### src/hdl/g711_pkg.sv
// G.711 companding package: conversion kinds, segment constants and transcoding ROMs.
// Used by g711_companding_codec. No dependencies.
package g711_pkg;

    typedef enum logic [2:0] {
        KIND_LIN_TO_ULAW  = 3'd0,
        KIND_ULAW_TO_LIN  = 3'd1,
        KIND_LIN_TO_ALAW  = 3'd2,
        KIND_ALAW_TO_LIN  = 3'd3,
        KIND_ALAW_TO_ULAW = 3'd4,
        KIND_ULAW_TO_ALAW = 3'd5
    } t_kind;

    localparam logic [14:0] ULAW_BIAS = 15'd132;
    localparam logic [15:0] ULAW_CLIP = 16'd32635;
    localparam logic [6:0]  ALAW_XOR  = 7'h55;
    localparam logic [8:0]  ALAW_SEG0_OFS = 9'h008;
    localparam logic [8:0]  ALAW_SEGN_OFS = 9'h108;

    localparam logic [14:0] ULAW_SEG_BASE [8] = '{
        15'd0, 15'd132, 15'd396, 15'd924, 15'd1980, 15'd4092, 15'd8316, 15'd16764
    };

    localparam logic [7:0] ROM_MU_TO_A [128] = '{
        8'd1, 8'd1, 8'd2, 8'd2, 8'd3, 8'd3, 8'd4, 8'd4,
        8'd5, 8'd5, 8'd6, 8'd6, 8'd7, 8'd7, 8'd8, 8'd8,
        8'd9, 8'd10, 8'd11, 8'd12, 8'd13, 8'd14, 8'd15, 8'd16,
        8'd17, 8'd18, 8'd19, 8'd20, 8'd21, 8'd22, 8'd23, 8'd24,
        8'd25, 8'd27, 8'd29, 8'd31, 8'd33, 8'd34, 8'd35, 8'd36,
        8'd37, 8'd38, 8'd39, 8'd40, 8'd41, 8'd42, 8'd43, 8'd44,
        8'd46, 8'd48, 8'd49, 8'd50, 8'd51, 8'd52, 8'd53, 8'd54,
        8'd55, 8'd56, 8'd57, 8'd58, 8'd59, 8'd60, 8'd61, 8'd62,
        8'd64, 8'd65, 8'd66, 8'd67, 8'd68, 8'd69, 8'd70, 8'd71,
        8'd72, 8'd73, 8'd74, 8'd75, 8'd76, 8'd77, 8'd78, 8'd79,
        8'd81, 8'd82, 8'd83, 8'd84, 8'd85, 8'd86, 8'd87, 8'd88,
        8'd89, 8'd90, 8'd91, 8'd92, 8'd93, 8'd94, 8'd95, 8'd96,
        8'd97, 8'd98, 8'd99, 8'd100, 8'd101, 8'd102, 8'd103, 8'd104,
        8'd105, 8'd106, 8'd107, 8'd108, 8'd109, 8'd110, 8'd111, 8'd112,
        8'd113, 8'd114, 8'd115, 8'd116, 8'd117, 8'd118, 8'd119, 8'd120,
        8'd121, 8'd122, 8'd123, 8'd124, 8'd125, 8'd126, 8'd127, 8'd128
    };

    localparam logic [6:0] ROM_A_TO_MU [128] = '{
        7'd1, 7'd3, 7'd5, 7'd7, 7'd9, 7'd11, 7'd13, 7'd15,
        7'd16, 7'd17, 7'd18, 7'd19, 7'd20, 7'd21, 7'd22, 7'd23,
        7'd24, 7'd25, 7'd26, 7'd27, 7'd28, 7'd29, 7'd30, 7'd31,
        7'd32, 7'd32, 7'd33, 7'd33, 7'd34, 7'd34, 7'd35, 7'd35,
        7'd36, 7'd37, 7'd38, 7'd39, 7'd40, 7'd41, 7'd42, 7'd43,
        7'd44, 7'd45, 7'd46, 7'd47, 7'd48, 7'd48, 7'd49, 7'd49,
        7'd50, 7'd51, 7'd52, 7'd53, 7'd54, 7'd55, 7'd56, 7'd57,
        7'd58, 7'd59, 7'd60, 7'd61, 7'd62, 7'd63, 7'd64, 7'd64,
        7'd65, 7'd66, 7'd67, 7'd68, 7'd69, 7'd70, 7'd71, 7'd72,
        7'd73, 7'd74, 7'd75, 7'd76, 7'd77, 7'd78, 7'd79, 7'd79,
        7'd80, 7'd81, 7'd82, 7'd83, 7'd84, 7'd85, 7'd86, 7'd87,
        7'd88, 7'd89, 7'd90, 7'd91, 7'd92, 7'd93, 7'd94, 7'd95,
        7'd96, 7'd97, 7'd98, 7'd99, 7'd100, 7'd101, 7'd102, 7'd103,
        7'd104, 7'd105, 7'd106, 7'd107, 7'd108, 7'd109, 7'd110, 7'd111,
        7'd112, 7'd113, 7'd114, 7'd115, 7'd116, 7'd117, 7'd118, 7'd119,
        7'd120, 7'd121, 7'd122, 7'd123, 7'd124, 7'd125, 7'd126, 7'd127
    };

    // segment number = position of leading one in bits 14..8, else 0
    function automatic logic [2:0] seg_of(input logic [14:0] v);
        logic [2:0] s;
        s = 3'd0;
        for (int k = 1; k < 8; k++) begin
            if (v[k+7]) begin
                s = 3'(k);
            end
        end
        return s;
    endfunction

endpackage

### src/hdl/g711_companding_codec.sv
// G.711 companding codec top level: mu-law / A-law encode, decode and transcode.
// Depends on g711_pkg.
//
// Usage:
//   Input channel (i_in_valid / o_in_ready) carries one beat per conversion:
//   i_kind selects the conversion, i_linear_in is read by the encode kinds,
//   i_code_in by the decode and transcode kinds.
//   Output channel (o_out_valid / i_out_ready) returns exactly one beat per
//   input beat, in order: o_linear_out for decode kinds, o_code_out for
//   encode and transcode kinds, the unused field is zero. Kinds 6 and 7
//   return a beat with both fields zero.
//   Path from input beat to output valid: input register, then result register.
//   Throughput: one beat per cycle while the receiver holds i_out_ready high,
//   set by the single conversion stage between the two registers.
//   Reset clears both valid flags; the block is ready the cycle after reset.
//   When the receiver stalls, the result register holds and the input
//   register still takes one more beat; o_in_ready drops only when both
//   are full.
module g711_companding_codec (
    input  logic               i_clk,
    input  logic               i_rst_n,
    input  logic               i_in_valid,
    output logic               o_in_ready,
    input  logic [2:0]         i_kind,
    input  logic signed [15:0] i_linear_in,
    input  logic [7:0]         i_code_in,
    output logic               o_out_valid,
    input  logic               i_out_ready,
    output logic signed [15:0] o_linear_out,
    output logic [7:0]         o_code_out
);
    import g711_pkg::*;

    logic               r_s1_valid;
    t_kind              r_s1_kind;
    logic signed [15:0] r_s1_lin;
    logic [7:0]         r_s1_code;
    logic               r_out_valid;
    logic signed [15:0] r_out_lin;
    logic [7:0]         r_out_code;
    logic signed [15:0] n_out_lin;
    logic [7:0]         n_out_code;
    logic               s1_adv;

    assign s1_adv     = !r_out_valid || i_out_ready;
    assign o_in_ready = !r_s1_valid || s1_adv;

    always_ff @(posedge i_clk) begin
        if (!i_rst_n) begin
            r_s1_valid <= 1'b0;
        end else if (o_in_ready) begin
            r_s1_valid <= i_in_valid;
        end
    end

    always_ff @(posedge i_clk) begin
        if (o_in_ready && i_in_valid) begin
            r_s1_kind <= t_kind'(i_kind);
            r_s1_lin  <= i_linear_in;
            r_s1_code <= i_code_in;
        end
    end

    // mu-law encode
    logic [15:0] ue_mag;
    logic [15:0] ue_clip;
    logic [14:0] ue_b;
    logic [2:0]  ue_e;
    logic [14:0] ue_sh;
    logic [7:0]  ue_code;

    always_comb begin
        ue_mag  = r_s1_lin[15] ? 16'(-r_s1_lin) : 16'(r_s1_lin);
        ue_clip = (ue_mag > ULAW_CLIP) ? ULAW_CLIP : ue_mag;
        ue_b    = ue_clip[14:0] + ULAW_BIAS;
        ue_e    = seg_of(ue_b);
        ue_sh   = ue_b >> (4'(ue_e) + 4'd3);
        ue_code = ~{r_s1_lin[15], ue_e, ue_sh[3:0]};
    end

    // mu-law decode
    logic [7:0]  ud_c;
    logic [2:0]  ud_e;
    logic [14:0] ud_v;
    logic [15:0] ud_lin;

    always_comb begin
        ud_c   = ~r_s1_code;
        ud_e   = ud_c[6:4];
        ud_v   = ULAW_SEG_BASE[ud_e] + (15'(ud_c[3:0]) << (4'(ud_e) + 4'd3));
        ud_lin = ud_c[7] ? 16'(-{1'b0, ud_v}) : {1'b0, ud_v};
    end

    // A-law encode; small negatives clamp to magnitude zero
    logic signed [16:0] ae_neg;
    logic [14:0]        ae_m;
    logic [2:0]         ae_seg;
    logic [14:0]        ae_sh;
    logic [3:0]         ae_q;
    logic [7:0]         ae_code;

    always_comb begin
        ae_neg = -17'(r_s1_lin) - 17'sd8;
        if (!r_s1_lin[15]) begin
            ae_m = r_s1_lin[14:0];
        end else if (ae_neg[16]) begin
            ae_m = 15'd0;
        end else begin
            ae_m = ae_neg[14:0];
        end
        ae_seg  = seg_of(ae_m);
        ae_sh   = ae_m >> (4'(ae_seg) + 4'd3);
        ae_q    = (ae_seg < 3'd2) ? ae_m[7:4] : ae_sh[3:0];
        ae_code = {~r_s1_lin[15], ae_seg ^ ALAW_XOR[6:4], ae_q ^ ALAW_XOR[3:0]};
    end

    // A-law decode
    logic [7:0]  ad_a;
    logic [2:0]  ad_seg;
    logic [8:0]  ad_t;
    logic [14:0] ad_v;
    logic [15:0] ad_lin;

    always_comb begin
        ad_a   = r_s1_code ^ {1'b0, ALAW_XOR};
        ad_seg = ad_a[6:4];
        ad_t   = {1'b0, ad_a[3:0], 4'b0}
               + ((ad_seg == 3'd0) ? ALAW_SEG0_OFS : ALAW_SEGN_OFS);
        ad_v   = (ad_seg > 3'd1) ? (15'(ad_t) << (ad_seg - 3'd1)) : 15'(ad_t);
        ad_lin = ad_a[7] ? {1'b0, ad_v} : 16'(-{1'b0, ad_v});
    end

    // transcoding through the ROMs
    logic [7:0] am_code;
    logic [7:0] ma_rom;
    logic [7:0] ma_m1;
    logic [7:0] ma_code;

    always_comb begin
        am_code = {r_s1_code[7], ~ROM_A_TO_MU[r_s1_code[6:0] ^ ALAW_XOR]};
        ma_rom  = ROM_MU_TO_A[~r_s1_code[6:0]];
        ma_m1   = ma_rom - 8'd1;
        ma_code = {r_s1_code[7], ma_m1[6:0] ^ ALAW_XOR};
    end

    always_comb begin
        n_out_lin  = '0;
        n_out_code = '0;
        case (r_s1_kind)
            KIND_LIN_TO_ULAW:  n_out_code = ue_code;
            KIND_ULAW_TO_LIN:  n_out_lin  = ud_lin;
            KIND_LIN_TO_ALAW:  n_out_code = ae_code;
            KIND_ALAW_TO_LIN:  n_out_lin  = ad_lin;
            KIND_ALAW_TO_ULAW: n_out_code = am_code;
            KIND_ULAW_TO_ALAW: n_out_code = ma_code;
            default: begin
                n_out_lin  = '0;
                n_out_code = '0;
            end
        endcase
    end

    always_ff @(posedge i_clk) begin
        if (!i_rst_n) begin
            r_out_valid <= 1'b0;
        end else if (s1_adv) begin
            r_out_valid <= r_s1_valid;
        end
    end

    always_ff @(posedge i_clk) begin
        if (s1_adv && r_s1_valid) begin
            r_out_lin  <= n_out_lin;
            r_out_code <= n_out_code;
        end
    end

    assign o_out_valid  = r_out_valid;
    assign o_linear_out = r_out_lin;
    assign o_code_out   = r_out_code;

    a_ready_low_full: assert property (@(posedge i_clk) disable iff (!i_rst_n)
        !o_in_ready |-> r_s1_valid && r_out_valid && !i_out_ready)
        else $error("input stalled without both stages full");

    a_s1_hold: assert property (@(posedge i_clk) disable iff (!i_rst_n)
        r_s1_valid && !s1_adv |=> r_s1_valid && $stable(r_s1_kind)
                                  && $stable(r_s1_code) && $stable(r_s1_lin))
        else $error("input stage lost a held beat");

    a_one_field: assert property (@(posedge i_clk) disable iff (!i_rst_n)
        o_out_valid && (o_code_out != 8'd0) |-> o_linear_out == 16'sd0)
        else $error("both result fields nonzero");

endmodule
### config.mk
export PLATFORM = sky130hd
export DESIGN_NAME = g711_companding_codec
export DESIGN_NICKNAME = d
export VERILOG_FILES = /design/src/hdl/g711_pkg.sv /design/src/hdl/g711_companding_codec.sv
export SDC_FILE = /design/constraint.sdc
export NUM_CORES = 1
export LEC_CHECK = 0
export CORE_MARGIN = 8
export CORE_UTILIZATION = 30
export DETAILED_ROUTE_END_ITERATION = 10
export DONT_BUFFER_PORTS = 1
export GPL_TIMING_DRIVEN = 0
export HOLD_SLACK_MARGIN = 0.05
export SLEW_MARGIN = 25
export SYNTH_ARGS = -nofsm -noshare
export SYNTH_HDL_FRONTEND = slang
export SYNTH_SLANG_ARGS = --single-unit
export TNS_END_PERCENT = 20
### constraint.sdc
create_clock -name i_clk -period 7.95 [get_ports i_clk]
set_input_delay 1.9875 -clock i_clk [delete_from_list [all_inputs] [get_ports i_clk]]
set_output_delay 1.9875 -clock i_clk [all_outputs]
set_load 0.02 [all_outputs]
# After elaboration in Yosys (flattened, before gate mapping)
# Memory sizes are Yosys's and may differ from the RTL's.
# Index checks and enable logic that the tools add are counted.
totals:
  rom_bits: 2040
  reg_bits: 53
  memories: 3
memory_table:
  columns: ["name", "depth", "width", "rd", "rd_clocked_by_memory_dff", "wr", "line", "rtl"]
  rows:
  - ["(name not given)", 128, 8, 1, 0, 0, "g711_companding_codec.sv:141", "ma_rom = ROM_MU_TO_A[~r_s1_code[6:0]];"]
  - ["(name not given)", 128, 7, 1, 0, 0, "g711_companding_codec.sv:140", "am_code = {r_s1_code[7], ~ROM_A_TO_MU[r_s1_code[6:0] ^ ALAW_XOR]};"]
  - ["(name not given)", 8, 15, 1, 0, 0, "g711_companding_codec.sv:90", "ud_v = ULAW_SEG_BASE[ud_e] + (15'(ud_c[3:0]) << (4'(ud_e) + 4'd3));"]
classes:
  n_reduce_logical: 8
  shifts: 4
  n_lt_le_gt_ge: 6
  bitwise: 12
  eq_ne: 5
  muxes: 31
  addsub: 13
ops:
  columns: ["op", "count"]
  rows:
  - ["15-bit 2-to-1 mux", 6]
  - ["16-bit 2-to-1 mux", 3]
  - ["3-bit 2-to-1 mux", 12]
  - ["15-bit negation with 16-bit output", 2]
  - ["16-bit case mux with 2 select lines", 1]
  - ["8-bit case mux with 4 select lines", 1]
  - ["15-bit by 4-bit >> shifter with 4-bit output", 2]
  - ["7-bit 2-to-1 mux", 4]
  - ["16-bit negation with 17-bit output", 1]
  - ["17-bit by 5-bit subtractor with 17-bit output (second input constant)", 1]
  - ["8-bit greater-or-equal comparator (second input constant)", 2]
  - ["16-bit by 15-bit greater-than comparator with 1-bit output (second input constant)", 1]
  - ["16-bit negation", 1]
  - ["7-bit NOT with 8-bit output", 2]
  - ["8-bit NOT", 2]
  - ["15-bit adder", 1]
  - ["15-bit by 8-bit adder with 15-bit output (second input constant)", 1]
  - ["4-bit by 4-bit left shift with 15-bit output", 1]
  - ["9-bit by 3-bit left shift with 15-bit output", 1]
  - ["7-bit NOT", 2]
  - ["3-bit by 2-bit adder with 4-bit output (second input constant)", 3]
  - ["8-bit by 9-bit adder with 9-bit output", 1]
  - ["9-bit 2-to-1 mux", 1]
  - ["4-bit NOT", 2]
  - ["other kinds (17)", 25]

# Depth between registers and ports, before layout
logic_depth:
  ltp_word: 16
  depth_mapped: 20

# Worst setup path before layout
# OpenSTA, ideal clock, no wires.
synth_timing:
  kind: "flip-flop to flip-flop"
  startpoint: "register r_s1_code[4]"
  endpoint: "register r_out_lin[15], in the netlist o_linear_out[15], data pin"
  required_time_ns: 7.681
  period_less_slack_ns: 4.931
  arrival_time_ns: 4.662
  n_path_buf: 3
  path_slack_ns: 3.019
  setup_ns: 0.269
  stages_incl_launch_ff: 19
  cell_sequence: "edfxtp_1 > inv_1 > clkbuf_1 > ha_1 > clkbuf_1 > buf_1 > mux4_2 > or3_1 > fa_1 > nor2b_1 > o21ai_0 > a21boi_0 > o21ai_0 > a21boi_0 > o211ai_1 > nor4_1 > nand2_1 > o31ai_1 > a21oi_1"
synth_via:
  elab_chain_len: 9
synth_lines:
  columns: ["item", "line", "rtl"]
  rows:
  - ["from (decl)", "g711_companding_codec.sv:37", "logic [7:0] r_s1_code;"]
  - ["from (signal assigned)", "g711_companding_codec.sv:60", "r_s1_code <= i_code_in;"]
  - ["parallel branches: the longest is 8 deep, another holds 15-bit negation with 16-bit output", null, null]
  - ["16-bit case mux with 2 select lines *", "g711_companding_codec.sv:149", "case (r_s1_kind)"]
  - ["via n_out_lin[15]", "g711_companding_codec.sv:41", "logic signed [15:0] n_out_lin;"]
  - ["to (signal assigned)", "g711_companding_codec.sv:173", "r_out_lin <= n_out_lin;"]
  - ["to (decl)", "g711_companding_codec.sv:39", "logic signed [15:0] r_out_lin;"]
# Mark *: on every way through the listed nets, which the timed path passes. The select of a mux whose other input is x is not followed.
# A chain may end at the register's enable or synchronous reset.

# Worst setup path in the final report
layout_timing:
  startpoint: "register r_s1_code[4]"
  endpoint: "register r_out_lin[14], in the netlist o_linear_out[14], data pin"
# The elaborated chain is that of the path after synthesis.

==> metrics <==
status finished, final reports clean; chip width around 170 µm; cell types with the largest area share after synthesis sky130_fd_sc_hd__edfxtp_1 (22%), sky130_fd_sc_hd__ha_1 (7.4%), sky130_fd_sc_hd__nor2_1 (5.1%); final setup violation count 0; count of maximum capacitance violations 0; TritonCTS clock tree done; Max Freq 162 MHz; register area between 1500 and 2000 µm²; Yosys top cell by area sky130_fd_sc_hd__edfxtp_1; switch share just over 40%; hold path depth 1; final number of hold-violating endpoints 0; post-CTS sizing 0; instance area at placement about 7300 µm²; share of synthesized area occupied by flip-flops and latches roughly 23%; number of antenna-violating nets in the routed design 0; post-route cell area around 7400 µm²; FF+latch count, synth between 50 and 60; required time worst endpoint 7990 ps; relative slew slack 35.9%; setup repair after global routing missed its margin no; Sequential Power Share 34.5%; deepest clock path buffer count 2; final layout net count 954; Worst-Skew Late Latency roughly 320 ps; first-pass iteration count of the detailed router 5; total wirelength of the detailed-routed design 21,800 µm; vertical die dimension 168 µm; final sum of negative setup slack 0 ps; number of H-tree levels 2; global-route wire length before repair roughly 35,000 µm; Post-Syn Area per Cell around 8 µm²; post-CTS setup-driven buffer insertion count 0; pin count of the biggest net entering global routing 28; detailed-route via count 6,833; clk sinks 53; HP Class flip-flop to flip-flop; Post-Place Worst Slack about 1900 ps; area of the core about 23,000 µm²; CP Class flip-flop to flip-flop; CP Launch Type flip-flop; via count of the first global-routing pass approximately 6,300; Post-synth top flop sky130_fd_sc_hd__edfxtp_1; Cell Rows 55; post-synthesis cell count between 800 and 900; total die area ~28,000 µm²; Max Transition Viols Final 0; area of combinational cells with multiple inputs ~5000 µm²; share of flip-flops with an asynchronous set or reset 0%; Iter 0 DRT Violations 717; minimum period implied by the final worst setup slack between 6000 and 7000 ps; Clock power frac 23.3%; overflow left after global routing 0; library cells used by synthesis between 80 and 90; PD cells 137 nW/µm²; worst setup slack for register-to-register paths approximately 1800 ps; area share of the leading cell type in the synthesized netlist 22.2%; combinational power share 42.2%; internal power component a little over 600 µW; leading cell type in the layout, fill and taps excluded sky130_fd_sc_hd__nor2_1; number of flops mapped to enable cells by yosys between 50 and 60; via-per-instance ratio roughly 5.9; Yosys warning total 0; beginning of the worst hold path r_s1_valid$_SDFFE_PN0N_; startpoint of the lowest-slack register-to-register path r_s1_code[4]$_DFFE_PP_; Final Worst Setup Slack approximately 1800 ps; final period utilization 77.6%; TritonCTS Buffers 5; clock root buffer sky130_fd_sc_hd__clkbuf_16; number of buffers inserted by hold repair at cts 0; critical path fanouts, max 14; Fin Clk Skew around 19 ps; DRC 0; top library cells by usage in the layout, fill and taps aside sky130_fd_sc_hd__nor2_1 (93), sky130_fd_sc_hd__a21oi_1 (67), sky130_fd_sc_hd__nand2_1 (66); Net Switching approximately 410 µW; slew at the pin closest to its max-slew limit 958 ps; detail-routed net length per standard cell ~19 µm; final-layout fill cell count approximately 2,400; detailed placement HPWL approximately 17,000 µm; reg2reg end o_linear_out[14]$_DFFE_PP_; total global routing track utilization between 10% and 20%; Crit. End Element flip-flop; Peak VDD IR a little over 0.08 mV; fraction of final layout cells with drive strength greater than 1 just under 8%; data arrival at the endpoint of the critical path about 6200 ps; Worst R2R Path Depth 18; starting utilization of the core area between 30% and 40%; synth-to-layout area growth 7.90%; syn nets 946; antenna violations before repair 2; final weighted congestion in routability-driven placement 0.947; leakage power 0.00267 µW; post-synth design cell area between 6000 and 7000 µm²; clock transition time at the flip-flop clock pins of the worst setup and hold paths ~90 ps; number of buffers added on ports 0; I/O pin count 57; endpoint of the worst hold path o_out_valid$_SDFFE_PN0P_
logic make-up (layout without fill, tap and decap cells):
group           Yosys count  count (layout)  synth area share (%)
simple gates            321             321                  23.7
compound gates          289             289                  29.2
buf+inv                  86              95                  5.16
xor+xnor                 59              59                  7.81
flops                    53              53                  22.8
fa+ha+maj                42              42                  7.72
mux                      23              23                  3.66
other cells               0               1                     0
metal layers:
metal  wire length [µm]  vias to the layer above  GRT usage (%)
met5                 13                        -              0
li1                   -                     3298              -
met3               1500                       34           2.42
met2               9420                      274           23.0
met1              10400                     3225           21.5
met4                402                        2           4.31
per-stage QoR:
step	cells	hold WS [ps]	total power, µW	util, %
final	1168	534	1020	32.9
after global routing	1168	569	1080	32.9
after CTS	1167	536	1020	32.9
after detailed placement	1159	525	781	32.2
after global placement	1158	498	776	32.1
after floorplan	873	477	680	-
worst max-delay path, stage by stage, from the launching register on:
cell and delay [ps]:
sky130_fd_sc_hd__edfxtp_1 550, sky130_fd_sc_hd__inv_1 210, sky130_fd_sc_hd__clkbuf_1 590, sky130_fd_sc_hd__ha_1 360, sky130_fd_sc_hd__clkbuf_1 350, sky130_fd_sc_hd__buf_1 440, sky130_fd_sc_hd__mux4_2 430, sky130_fd_sc_hd__or3_1 390
sky130_fd_sc_hd__fa_1 440, sky130_fd_sc_hd__nor2b_1 120, sky130_fd_sc_hd__o21ai_0 90, sky130_fd_sc_hd__a21boi_0 230, sky130_fd_sc_hd__o21ai_0 160, sky130_fd_sc_hd__a21oi_1 330, sky130_fd_sc_hd__nor4b_1 100, sky130_fd_sc_hd__nor3_1 510
sky130_fd_sc_hd__a31oi_1 210, sky130_fd_sc_hd__xnor2_1 230, sky130_fd_sc_hd__o21ai_0 120
cells in the mapped netlist, drive strengths merged, types with 5 or more instances:
library cell and instances:
a211oi 13, and3 7, or3 7, a21oi 67
mux2i 14, mux2 8, a21o 9, edfxtp 51
o21a 6, nor4b 5, xor2 23, xnor2 36
nor3b 6, o21ai 59, a31o 7, o22ai 16
nand4 8, buf 18, nor4 9, clkbuf 36
a221oi 5, a311oi 6, o31ai 6, ha 41
o221ai 5, inv 29, o211ai 14, nand3b 10
nand3 22, nor2b 19, or2 7, and2 8
nand2b 19, nor2 94, nand2 66, nor3 26
a31oi 20, o41ai 10
layout make-up:
type / count / area share (%)
diodes: 1 / 0.0336
well taps: 285 / 4.79
multi-input cells: 734 / 66.9
repair buffers: 1 / 0.369
clock inverters: 3 / 0.336
inverters: 32 / 1.61
clock buffers: 5 / 1.68
flip-flops and latches: 53 / 21.1
plain buffers: 54 / 3.17
how the worst max path moves through the flow:
stage                      startpoint                          to  slack, ps  depth (start not counted)
4_1_cts        r_s1_code[4]$_DFFE_PP_  o_linear_out[14]$_DFFE_PP_       1860                         18
3_5_place_dp   r_s1_code[4]$_DFFE_PP_  o_linear_out[14]$_DFFE_PP_       1900                         18
5_1_grt        r_s1_code[4]$_DFFE_PP_  o_linear_out[14]$_DFFE_PP_       1310                         18
6_report       r_s1_code[4]$_DFFE_PP_  o_linear_out[14]$_DFFE_PP_       1780                         18
2_1_floorplan  r_s1_code[4]$_DFFE_PP_  o_linear_out[15]$_DFFE_PP_       3020                         18
3_3_place_gp   r_s1_code[4]$_DFFE_PP_  o_linear_out[14]$_DFFE_PP_       1890                         18
power groups by stage:
stage                     logic, µW  clock network [µW]  registers [µW]
after global placement          418                   0             359
after detailed placement        422                   0             359
final                           431                 237             352
after global routing            473                 255             354
after CTS                       424                 248             352
after floorplan                 327                   0             352
sequential cells by signal, summed over array words and instances (netlist names):
name          flops
o_code_out        8
o_linear_out     16
o_out_valid       1
r_s1_code         8
r_s1_kind         3
r_s1_lin         16
r_s1_valid        1
No activity file was read; power rests on OpenSTA's default activity.
